<file path="config.mk">
export PLATFORM = sky130hd
export DESIGN_NAME = bounded_array_list_engine_flat
export DESIGN_NICKNAME = d
export VERILOG_FILES = /design/src/hw/rtl/bal_pkg.sv /design/src/hw/rtl/bal_if.sv /design/src/hw/rtl/bal_cell.sv /design/src/hw/rtl/bounded_array_list_engine.sv /design/src/flat_wrapper.sv
export SDC_FILE = /design/constraint.sdc
export NUM_CORES = 2
export LEC_CHECK = 0
export ABC_AREA = 1
export BUFFER_PORTS_ARGS = -buffer_cell sky130_fd_sc_hd__buf_2
export CAP_MARGIN = 5
export CORE_MARGIN = 5
export CORE_UTILIZATION = 25
export DETAILED_ROUTE_END_ITERATION = 6
export PLACE_DENSITY = 0.4
export SLEW_MARGIN = 20
export SYNTH_ARGS = -nofsm -noshare
export SYNTH_HDL_FRONTEND = slang
export SYNTH_SLANG_ARGS = --single-unit
</file>
<file path="constraint.sdc">
create_clock -name clk -period 6.2 [get_ports clk]
set_input_delay 0 -clock clk [delete_from_list [all_inputs] [get_ports clk]]
set_output_delay 0 -clock clk [all_outputs]
set_load 0.03 [all_outputs]
</file>
<file path="src/hw/rtl/bal_pkg.sv">
// Shared types and constants for the bounded array list engine.
// Holds the operation codes, the cell command set and the default capacity.
// No dependencies.
`timescale 1ns / 1ps
`default_nettype none

package bal_pkg;

	// Default number of list entries.
	localparam int CAPACITY = 16;

	// Field widths of the request and response words.
	localparam int OP_W    = 3;
	localparam int POS_W   = 6;
	localparam int VALUE_W = 32;
	localparam int IDX_W   = 5;
	localparam int COUNT_W = 5;

	// Operation codes carried in a request word.
	typedef enum logic [OP_W-1:0] {
		OP_APPEND = 3'd0,
		OP_INSERT = 3'd1,
		OP_REMOVE = 3'd2,
		OP_READ   = 3'd3,
		OP_SEARCH = 3'd4,
		OP_SORT   = 3'd5
	} op_t;

	// What one storage cell does in a cycle.
	typedef enum logic [2:0] {
		CELL_HOLD,
		CELL_LOAD,
		CELL_TAKE_LEFT,
		CELL_TAKE_RIGHT,
		CELL_PAIR_LO,
		CELL_PAIR_HI
	} cell_op_t;

	// Command bundle sent from the controller to each cell.
	typedef struct packed {
		cell_op_t op;
		logic     descending;
	} cell_ctl_t;

endpackage

`default_nettype wire

</file>
<file path="src/hw/rtl/bal_if.sv">
// Valid/ready channel interfaces for request and response words.
// Depends on bal_pkg for the field widths.
`timescale 1ns / 1ps
`default_nettype none

interface bal_req_if;
	logic                                  valid;
	logic                                  ready;
	logic [bal_pkg::OP_W-1:0]              operation;
	logic signed [bal_pkg::POS_W-1:0]      position;
	logic signed [bal_pkg::VALUE_W-1:0]    item_value;
	logic                                  descending;

	modport source (output valid, operation, position, item_value, descending, input ready);
	modport sink (input valid, operation, position, item_value, descending, output ready);
endinterface

interface bal_rsp_if;
	logic                                  valid;
	logic                                  ready;
	logic                                  ok;
	logic signed [bal_pkg::VALUE_W-1:0]    read_data;
	logic signed [bal_pkg::IDX_W-1:0]      found_at;
	logic [bal_pkg::COUNT_W-1:0]           count;

	modport source (output valid, ok, read_data, found_at, count, input ready);
	modport sink (input valid, ok, read_data, found_at, count, output ready);
endinterface

`default_nettype wire

</file>
<file path="src/hw/rtl/bal_cell.sv">
// One storage cell of the list chain: holds one entry and trades it with its neighbors.
// Depends on bal_pkg for the cell command type.
`timescale 1ns / 1ps
`default_nettype none

module bal_cell (
	input  wire                                  clk,
	input  wire bal_pkg::cell_ctl_t              ctl,
	input  wire logic signed [bal_pkg::VALUE_W-1:0] new_value,
	input  wire logic signed [bal_pkg::VALUE_W-1:0] left_entry,
	input  wire logic signed [bal_pkg::VALUE_W-1:0] right_entry,
	input  wire logic signed [bal_pkg::VALUE_W-1:0] key,
	output logic signed [bal_pkg::VALUE_W-1:0]   entry,
	output logic                                 match
);

	logic signed [bal_pkg::VALUE_W-1:0] entry_q;
	logic                               lo_swap;
	logic                               hi_swap;

	// Compare-exchange decisions for either side of a neighbor pair.
	always_comb begin
		lo_swap = ctl.descending ? (entry_q < right_entry) : (entry_q > right_entry);
		hi_swap = ctl.descending ? (left_entry < entry_q) : (left_entry > entry_q);
	end

	// Entry register; its content is undefined until first written.
	always_ff @(posedge clk) begin
		unique case (ctl.op)
			bal_pkg::CELL_HOLD:       entry_q <= entry_q;
			bal_pkg::CELL_LOAD:       entry_q <= new_value;
			bal_pkg::CELL_TAKE_LEFT:  entry_q <= left_entry;
			bal_pkg::CELL_TAKE_RIGHT: entry_q <= right_entry;
			bal_pkg::CELL_PAIR_LO:    entry_q <= lo_swap ? right_entry : entry_q;
			bal_pkg::CELL_PAIR_HI:    entry_q <= hi_swap ? left_entry : entry_q;
			default:                  entry_q <= entry_q;
		endcase
	end

	assign entry = entry_q;
	assign match = (entry_q == key);

endmodule

`default_nettype wire

</file>
<file path="src/hw/rtl/bounded_array_list_engine.sv">
// Top level of the bounded array list engine: controller, result register and cell chain.
// Depends on bal_pkg, bal_req_if, bal_rsp_if and bal_cell.
`timescale 1ns / 1ps
`default_nettype none

// The engine keeps an ordered list of up to CAPACITY signed 32-bit entries in a row
// of cells, one entry per cell. Each request word asks for append, insert (a negative
// position counts back from the end), remove, read, search or sort, and yields exactly
// one response word that also carries the length after the operation. Append, insert,
// remove, read and search latch the request, then, once the output register is free,
// every cell shifts, loads or compares in parallel. Sort runs odd-even transposition
// over the chain, one round per cycle. One word is worked on at a time; a finished
// response waits in its own output register, so the next request is taken while it
// is still unread. Entries are not cleared at reset and there is no clearing pass;
// only held entries are ever read.
module bounded_array_list_engine #(
	parameter int CAPACITY = bal_pkg::CAPACITY
) (
	input wire         clk,
	input wire         arst_n,
	bal_req_if.sink    req,
	bal_rsp_if.source  rsp
);

	localparam int CW = $clog2(CAPACITY + 1);
	localparam int IW = (CAPACITY > 1) ? $clog2(CAPACITY) : 1;
	localparam int PW = ((CW > bal_pkg::POS_W) ? CW : bal_pkg::POS_W) + 2;
	localparam logic [CW-1:0] CAP_COUNT = CW'(CAPACITY);

	typedef enum logic [2:0] {
		ST_IDLE = 3'b001,
		ST_EXEC = 3'b010,
		ST_SORT = 3'b100
	} state_t;

	state_t st_q;

	// Latched request word.
	bal_pkg::op_t                          op_q;
	logic signed [bal_pkg::POS_W-1:0]      position_q;
	logic signed [bal_pkg::VALUE_W-1:0]    item_value_q;
	logic                                  descending_q;

	logic [CW-1:0] count_q;
	logic [CW-1:0] count_next;
	logic [CW-1:0] round_q;

	// Response register.
	logic                                  res_valid_q;
	logic                                  res_ok_q;
	logic signed [bal_pkg::VALUE_W-1:0]    res_read_data_q;
	logic signed [bal_pkg::IDX_W-1:0]      res_found_at_q;
	logic [bal_pkg::COUNT_W-1:0]           res_count_q;

	logic slot_free;
	logic accept;
	logic res_load;
	logic sort_run;
	logic phase;

	logic signed [PW-1:0] pos_ext;
	logic signed [PW-1:0] count_ext;
	logic signed [PW-1:0] ins_idx;
	logic app_ok;
	logic ins_ok;
	logic rem_ok;
	logic op_ok;

	logic signed [bal_pkg::VALUE_W-1:0] cell_entry [CAPACITY];
	logic [CAPACITY-1:0]                cell_match;
	logic [CAPACITY-1:0]                cell_hit;
	bal_pkg::cell_ctl_t                 cell_ctl [CAPACITY];

	logic signed [bal_pkg::VALUE_W-1:0] rd_value;
	logic                               found_hit;
	logic [IW-1:0]                      found_idx;
	logic signed [bal_pkg::IDX_W-1:0]   found_at;

	// Handshake and sequencing terms.
	assign slot_free = !res_valid_q || rsp.ready;
	assign req.ready = (st_q == ST_IDLE);
	assign accept    = req.valid && req.ready;
	assign sort_run  = (st_q == ST_SORT) && (round_q < count_q);
	assign phase     = round_q[0];
	assign res_load  = slot_free &&
		((st_q == ST_EXEC) || ((st_q == ST_SORT) && !sort_run));

	// Index arithmetic and range checks for the latched word.
	always_comb begin
		pos_ext   = PW'(position_q);
		count_ext = $signed(PW'(count_q));
		ins_idx   = (pos_ext < 0) ? (count_ext + pos_ext) : pos_ext;
		app_ok    = (count_q < CAP_COUNT);
		ins_ok    = app_ok && (ins_idx >= 0) && (ins_idx <= count_ext);
		rem_ok    = (pos_ext >= 0) && (pos_ext < count_ext);
	end

	// Outcome and new length of the operation.
	always_comb begin
		op_ok      = 1'b1;
		count_next = count_q;
		unique case (op_q)
			bal_pkg::OP_APPEND: begin
				op_ok      = app_ok;
				count_next = app_ok ? (count_q + 1'b1) : count_q;
			end
			bal_pkg::OP_INSERT: begin
				op_ok      = ins_ok;
				count_next = ins_ok ? (count_q + 1'b1) : count_q;
			end
			bal_pkg::OP_REMOVE: begin
				op_ok      = rem_ok;
				count_next = rem_ok ? (count_q - 1'b1) : count_q;
			end
			bal_pkg::OP_READ,
			bal_pkg::OP_SEARCH,
			bal_pkg::OP_SORT: op_ok = 1'b1;
			default: op_ok = 1'b0;
		endcase
	end

	// The cell chain with its per-cell command decode.
	for (genvar i = 0; i < CAPACITY; i++) begin : g_cell
		localparam logic signed [PW-1:0] CELL_IDX = PW'(i);
		localparam logic CELL_ODD = 1'(i % 2);

		logic signed [bal_pkg::VALUE_W-1:0] left_in;
		logic signed [bal_pkg::VALUE_W-1:0] right_in;

		if (i == 0) begin : g_first
			assign left_in = '0;
		end else begin : g_left
			assign left_in = cell_entry[i-1];
		end

		if (i == CAPACITY - 1) begin : g_last
			assign right_in = '0;
		end else begin : g_right
			assign right_in = cell_entry[i+1];
		end

		always_comb begin
			cell_ctl[i].op         = bal_pkg::CELL_HOLD;
			cell_ctl[i].descending = descending_q;
			if ((st_q == ST_EXEC) && slot_free) begin
				unique case (op_q)
					bal_pkg::OP_APPEND: begin
						if (app_ok && (CELL_IDX == count_ext))
							cell_ctl[i].op = bal_pkg::CELL_LOAD;
					end
					bal_pkg::OP_INSERT: begin
						if (ins_ok && (CELL_IDX == ins_idx))
							cell_ctl[i].op = bal_pkg::CELL_LOAD;
						else if (ins_ok && (CELL_IDX > ins_idx))
							cell_ctl[i].op = bal_pkg::CELL_TAKE_LEFT;
					end
					bal_pkg::OP_REMOVE: begin
						if (rem_ok && (CELL_IDX >= pos_ext))
							cell_ctl[i].op = bal_pkg::CELL_TAKE_RIGHT;
					end
					default: cell_ctl[i].op = bal_pkg::CELL_HOLD;
				endcase
			end else if (sort_run) begin
				if ((CELL_ODD == phase) && ((CELL_IDX + 1) < count_ext))
					cell_ctl[i].op = bal_pkg::CELL_PAIR_LO;
				else if ((CELL_ODD != phase) && (CELL_IDX >= 1) && (CELL_IDX < count_ext))
					cell_ctl[i].op = bal_pkg::CELL_PAIR_HI;
			end
		end

		bal_cell u_cell (
			.clk         (clk),
			.ctl         (cell_ctl[i]),
			.new_value   (item_value_q),
			.left_entry  (left_in),
			.right_entry (right_in),
			.key         (item_value_q),
			.entry       (cell_entry[i]),
			.match       (cell_match[i])
		);

		// Read select: only the held cell at the requested position answers.
		assign cell_hit[i] = (CELL_IDX == pos_ext) && (CELL_IDX < count_ext);
	end

	// Read data gathered from the chain.
	always_comb begin
		rd_value = '0;
		for (int i = 0; i < CAPACITY; i++) begin
			rd_value = rd_value | (cell_hit[i] ? cell_entry[i] : '0);
		end
	end

	// First held cell that matches the search key.
	always_comb begin
		found_hit = 1'b0;
		found_idx = '0;
		for (int i = CAPACITY - 1; i >= 0; i--) begin
			if (cell_match[i] && (CW'(i) < count_q)) begin
				found_hit = 1'b1;
				found_idx = IW'(i);
			end
		end
		found_at = found_hit ? $signed(bal_pkg::IDX_W'(found_idx)) : '1;
	end

	// Controller state, request latch, length and sort round counter.
	always_ff @(posedge clk or negedge arst_n) begin
		if (!arst_n) begin
			st_q    <= ST_IDLE;
			count_q <= '0;
			round_q <= '0;
		end else begin
			unique case (st_q)
				ST_IDLE: begin
					round_q <= '0;
					if (accept)
						st_q <= (bal_pkg::op_t'(req.operation) == bal_pkg::OP_SORT) ?
							ST_SORT : ST_EXEC;
				end
				ST_EXEC: begin
					if (slot_free) begin
						count_q <= count_next;
						st_q    <= ST_IDLE;
					end
				end
				ST_SORT: begin
					if (sort_run)
						round_q <= round_q + 1'b1;
					else if (slot_free)
						st_q <= ST_IDLE;
				end
				default: st_q <= ST_IDLE;
			endcase
		end
	end

	always_ff @(posedge clk) begin
		if (accept) begin
			op_q         <= bal_pkg::op_t'(req.operation);
			position_q   <= req.position;
			item_value_q <= req.item_value;
			descending_q <= req.descending;
		end
	end

	// Response register.
	always_ff @(posedge clk or negedge arst_n) begin
		if (!arst_n) begin
			res_valid_q <= 1'b0;
		end else if (res_load) begin
			res_valid_q <= 1'b1;
		end else if (rsp.ready) begin
			res_valid_q <= 1'b0;
		end
	end

	always_ff @(posedge clk) begin
		if (res_load) begin
			res_ok_q        <= op_ok;
			res_read_data_q <= (op_q == bal_pkg::OP_READ) ? rd_value : '0;
			res_found_at_q  <= (op_q == bal_pkg::OP_SEARCH) ? found_at : '1;
			res_count_q     <= bal_pkg::COUNT_W'(count_next);
		end
	end

	assign rsp.valid     = res_valid_q;
	assign rsp.ok        = res_ok_q;
	assign rsp.read_data = res_read_data_q;
	assign rsp.found_at  = res_found_at_q;
	assign rsp.count     = res_count_q;

	// The length never exceeds the capacity.
	a_count_bound: assert property (@(posedge clk) disable iff (!arst_n)
		count_q <= CAP_COUNT)
		else $error("list length above capacity");

	// The length changes only in the cycle a response is loaded.
	a_count_stable: assert property (@(posedge clk) disable iff (!arst_n)
		!res_load |=> $stable(count_q))
		else $error("list length changed without a response");

	// A response is only produced while a word is being worked on.
	a_load_busy: assert property (@(posedge clk) disable iff (!arst_n)
		res_load |-> (st_q != ST_IDLE))
		else $error("response loaded while idle");

	// An accepted word always leaves the idle state on the next edge.
	a_accept_busy: assert property (@(posedge clk) disable iff (!arst_n)
		accept |=> (st_q != ST_IDLE))
		else $error("accepted word not taken up");

	// Sort rounds never outrun the list length.
	a_round_bound: assert property (@(posedge clk) disable iff (!arst_n)
		(st_q == ST_SORT) |-> (round_q <= count_q))
		else $error("sort round count past list length");

endmodule

`default_nettype wire
</file>
<file path="src/flat_wrapper.sv">
// flat-port wrapper written by rule: the top's interface ports become plain ports
module bounded_array_list_engine_flat 
#(
	parameter int CAPACITY = bal_pkg::CAPACITY
)
  (clk, arst_n, req_valid, req_operation, req_position, req_item_value, req_descending, req_ready, rsp_valid, rsp_ok, rsp_read_data, rsp_found_at, rsp_count, rsp_ready);
  bal_req_if req_i ();
  bal_rsp_if rsp_i ();
  input wire clk;
  input wire arst_n;
  input wire logic [$bits(req_i.valid)-1:0] req_valid;
  input wire logic [$bits(req_i.operation)-1:0] req_operation;
  input wire logic [$bits(req_i.position)-1:0] req_position;
  input wire logic [$bits(req_i.item_value)-1:0] req_item_value;
  input wire logic [$bits(req_i.descending)-1:0] req_descending;
  output wire logic [$bits(req_i.ready)-1:0] req_ready;
  output wire logic [$bits(rsp_i.valid)-1:0] rsp_valid;
  output wire logic [$bits(rsp_i.ok)-1:0] rsp_ok;
  output wire logic [$bits(rsp_i.read_data)-1:0] rsp_read_data;
  output wire logic [$bits(rsp_i.found_at)-1:0] rsp_found_at;
  output wire logic [$bits(rsp_i.count)-1:0] rsp_count;
  input wire logic [$bits(rsp_i.ready)-1:0] rsp_ready;
  assign req_i.valid = req_valid;
  assign req_i.operation = req_operation;
  assign req_i.position = req_position;
  assign req_i.item_value = req_item_value;
  assign req_i.descending = req_descending;
  assign req_ready = req_i.ready;
  assign rsp_valid = rsp_i.valid;
  assign rsp_ok = rsp_i.ok;
  assign rsp_read_data = rsp_i.read_data;
  assign rsp_found_at = rsp_i.found_at;
  assign rsp_count = rsp_i.count;
  assign rsp_i.ready = rsp_ready;
  bounded_array_list_engine #(.CAPACITY(CAPACITY)) u_core (.clk(clk), .arst_n(arst_n), .req(req_i), .rsp(rsp_i));
endmodule
</file>
==> flow_summary.yaml <==
outcome:
  status: "complete, but fails checks"
  violations: "design-rule violations"
yosys:
  yosysSeqAreaShare_pct: 34.64
  synth_ff_type: "edfxtp_1"
  synth_edf_count: 597
  muxShareOfSynthArea_pct: 0
  synth_top_family_by_area: "simple AND/OR/NAND/NOR gates"
  async_reset_ff_share_pct: 2.291
  syn_inst: 6984
  synthAdderAreaFrac_pct: 12.04
  synth_top_area_share_pct: 33.98
  synth-simple-area-share_pct: 28.32
  postSynthNetCount: 7537
  ys_types: 73
  synth_xor_xnor_area_share_pct: 4.446
  yosysTopAreaCell: "edfxtp_1"
  synth_compound_area_share_pct: 12.02
  syn_area_per_cell_sq_um: 7.555
  yosys_warnings: 0
  ys_ff_latch: 611
  yosys-top-cells-area: "edfxtp_1, nand2_1, ha_1"
  synth_area_sq_mm: 0.05277
final_layout:
  num-fill-cells: 23030
  design_area_sq_mm: 0.06137
  stdcell_count: 10100
  fin_nets: 7744
  drive_gt1_share_pct: 8.623
  synthToLayoutAreaGrowth_pct: 16.30
  multi_input_area_sq_mm: 0.03009
  seqCellArea_sq_mm: 0.01828
sta:
  finalCritPeriodShare_pct: 91.61
  clock_skew_ns: 0.06197
  slew_viol_final: 0
  post-route-min-period_ns: 5.680
  hold_violations: 0
  rsz0062_at_grt: "no"
  relSlewSlack_pct: 12.05
  timing.setup.tns_ns: 0
  final-setup-viol-count: 0
  worst_slew_pin_slew_ns: 1.318
  fmax_mhz: 176.1
  hold_slack_ns: 0.1281
floorplanning:
  die_w_microns: 469.4
  core.rowCount: 168
  initial_core_util_pct: 25.15
  fp.dieH_microns: 469.4
  dieArea_sq_mm: 0.2204
  ioPinCount: 91
  core-area_sq_mm: 0.2098
critical_path:
  worstSetupStartpointType: "register"
  required_ns: 6.65
  path_max_fanout: 33
  worstPathArrival_ns: 6.13
  crit_path_end_kind: "register"
  crit_type: "reg -> reg"
clocking:
  cts.repair.resized: 0
  cts_tree: "yes"
  clock-root-buffer: "clkbuf_16"
  cts_max_path_buffers: 3
  clock_latency_ns: 0.78
  numCtsBuffers: 87
  htreeDepth: 3
  cts.sinks: 611
  clk_pin_slew_ns: 0.06
global_routing:
  grt_pass1_wl_microns: 527300
  antenna_found_initial: 58
  grt_use_total_pct: 34.95
  grt_start_max_net_pins: 66
  grt_pass1_vias: 55180
  overflow: 0
power_and_ir_drop:
  p_total_mw: 17.17
  ir_drop_mv: 0.2510
  p_leak_nw: 26.03
  power.density_mw_per_mm2: 279.9
routing:
  viasPerCell: 5.918
  drt_pass1_iterations: 7
  drt_iter0_markers: 9789
  drc: 1
  dr_total_vias: 59750
  wire_per_inst_microns: 39.99
  detail-route-antenna-nets: 0
  routed_wl_microns: 403800
place:
  detailedPlacementHpwl_microns: 304400
  dp.cells: 9818
  port_buffers: 90
  postPlaceCellArea_sq_mm: 0.05747
  place.gp.congestion: 1.063
flow_run:
  cap_violations: 0
hold_path:
  hp-class: "in -> reg"
## metrics by stage
stage / setup slack, ns / utilization [%]
final: 0.5204 / 29.25
after global routing: 0.2018 / 29.22
after CTS: 0.5581 / 29.21
after detailed placement: 0.5478 / 27.39
after global placement: 0.5544 / 27.39
after floorplan: 1.191 / -
## final timing paths
check | start | endpoint | slack, ns | depth (start not counted)
setup / recovery | u_core.count_q[2] | u_core.g_cell[12].u_cell.entry[1] | 0.52 | 20
hold / removal | req_valid | u_core.st_q[0] | 0.13 | 5
setup reg to reg | u_core.count_q[2] | u_core.g_cell[12].u_cell.entry[1] | 0.52 | 20
hold reg to reg | u_core.st_q[1] | u_core.st_q[1] | 0.54 | 2
max in group asynchronous | arst_n | u_core.round_q[1] | 5.30 | 3
min in group asynchronous | arst_n | u_core.round_q[0] | 0.43 | 3
## report_power, final
part	internal, mW	total, mW	switching [mW]
combinational	1.58	6.07	4.49
clock	3.15	5.49	2.34
sequential	5.03	5.62	0.585
total	9.75	17.2	7.42
## sequential cells by signal (all words and copies together), names as in the netlist
signal,count
u_core.rsp.valid,1
u_core.st_q,3
u_core.rsp.count,5
u_core.rsp.read_data,32
u_core.descending_q,1
u_core.position_q,6
u_core.g_cell.u_cell.entry,512
u_core.rsp.found_at,5
u_core.round_q,5
u_core.item_value_q,32
u_core.op_q,3
u_core.rsp.ok,1
u_core.count_q,5
## routing by layer
layer / routed length [microns] / share of wire (%) / up-vias / global-route usage (%)
met5: 172 / 0.043 / - / 0
met4: 33240 / 8.2 / 26 / 23.92
met3: 43840 / 11 / 1112 / 9.148
met2: 169200 / 42 / 4414 / 51.80
met1: 157300 / 39 / 29750 / 44.36
li1: - / - / 24450 / -
## synth_stat cells, types with 28 or more instances
library cell	instances
a221oi_1	53
edfxtp_1	597
a21oi_1	303
xnor2_1	205
nand2_1	2123
o21ai_0	203
a211oi_1	28
o2111ai_1	39
nor2_1	295
xor2_1	61
nor4_1	46
o22ai_1	174
inv_1	739
clkbuf_1	97
buf_4	31
ha_1	506
nor3_1	46
buf_2	139
buf_1	53
nand4_1	195
nand3_1	685
o211ai_1	63
## area by class of cell
type,instances,share of cell area [%]
multi-input cells,5264,49.04
flip-flops and latches,611,29.79
repair buffers,445,5.766
well taps,2805,5.719
inverters,782,4.787
clock buffers,101,3.735
clock inverters,57,1.038
diodes,32,0.1305
## what timing repair did
action / in CTS / in global routing
setup buffers: 0 / 0
endpoints found under the hold margin: 76 / 0
hold buffers: 89 / 0
## cell families after synthesis
family,Yosys count
AND/OR/NAND/NOR,3479
adder cells (fa/ha/maj),507
AO/OA/AOI/OAI,1011
buffers and inverters,1109
flip-flops,611
XOR/XNOR,267
## worst max-delay path, stage by stage, from the launching register on
cell	delay, ns
dfrtp_1	0.67
inv_1	0.31
ha_1	0.40
inv_2	0.09
a21oi_2	0.07
o21ai_4	0.15
xor2_2	0.21
a21oi_4	0.11
ha_1	0.33
nand2_1	0.06
o21ai_0	0.54
nand3_4	0.16
nor2_4	0.11
inv_1	0.12
o21ai_1	0.38
nor2_1	0.13
nor2_4	0.79
o21ai_0	0.22
nand3_1	0.15
inv_1	0.04
buf_4	0.27
## layout by cell type, fill, tap and decap left out, types with 61 or more instances in the layout
| cell type | count |
|---|---|
| ha_1 | 506 |
| o21ai_0 | 200 |
| inv_1 | 732 |
| edfxtp_1 | 597 |
| dlygate4sd3_1 | 89 |
| nand4_1 | 195 |
| xnor2_1 | 205 |
| xor2_1 | 61 |
| nand3_1 | 685 |
| o211ai_1 | 63 |
| o22ai_1 | 174 |
| a21oi_1 | 303 |
| buf_4 | 250 |
| clkbuf_16 | 89 |
| nand2_1 | 2123 |
| buf_2 | 90 |
| nor2_1 | 286 |
Power figures use the tool's default switching activity.
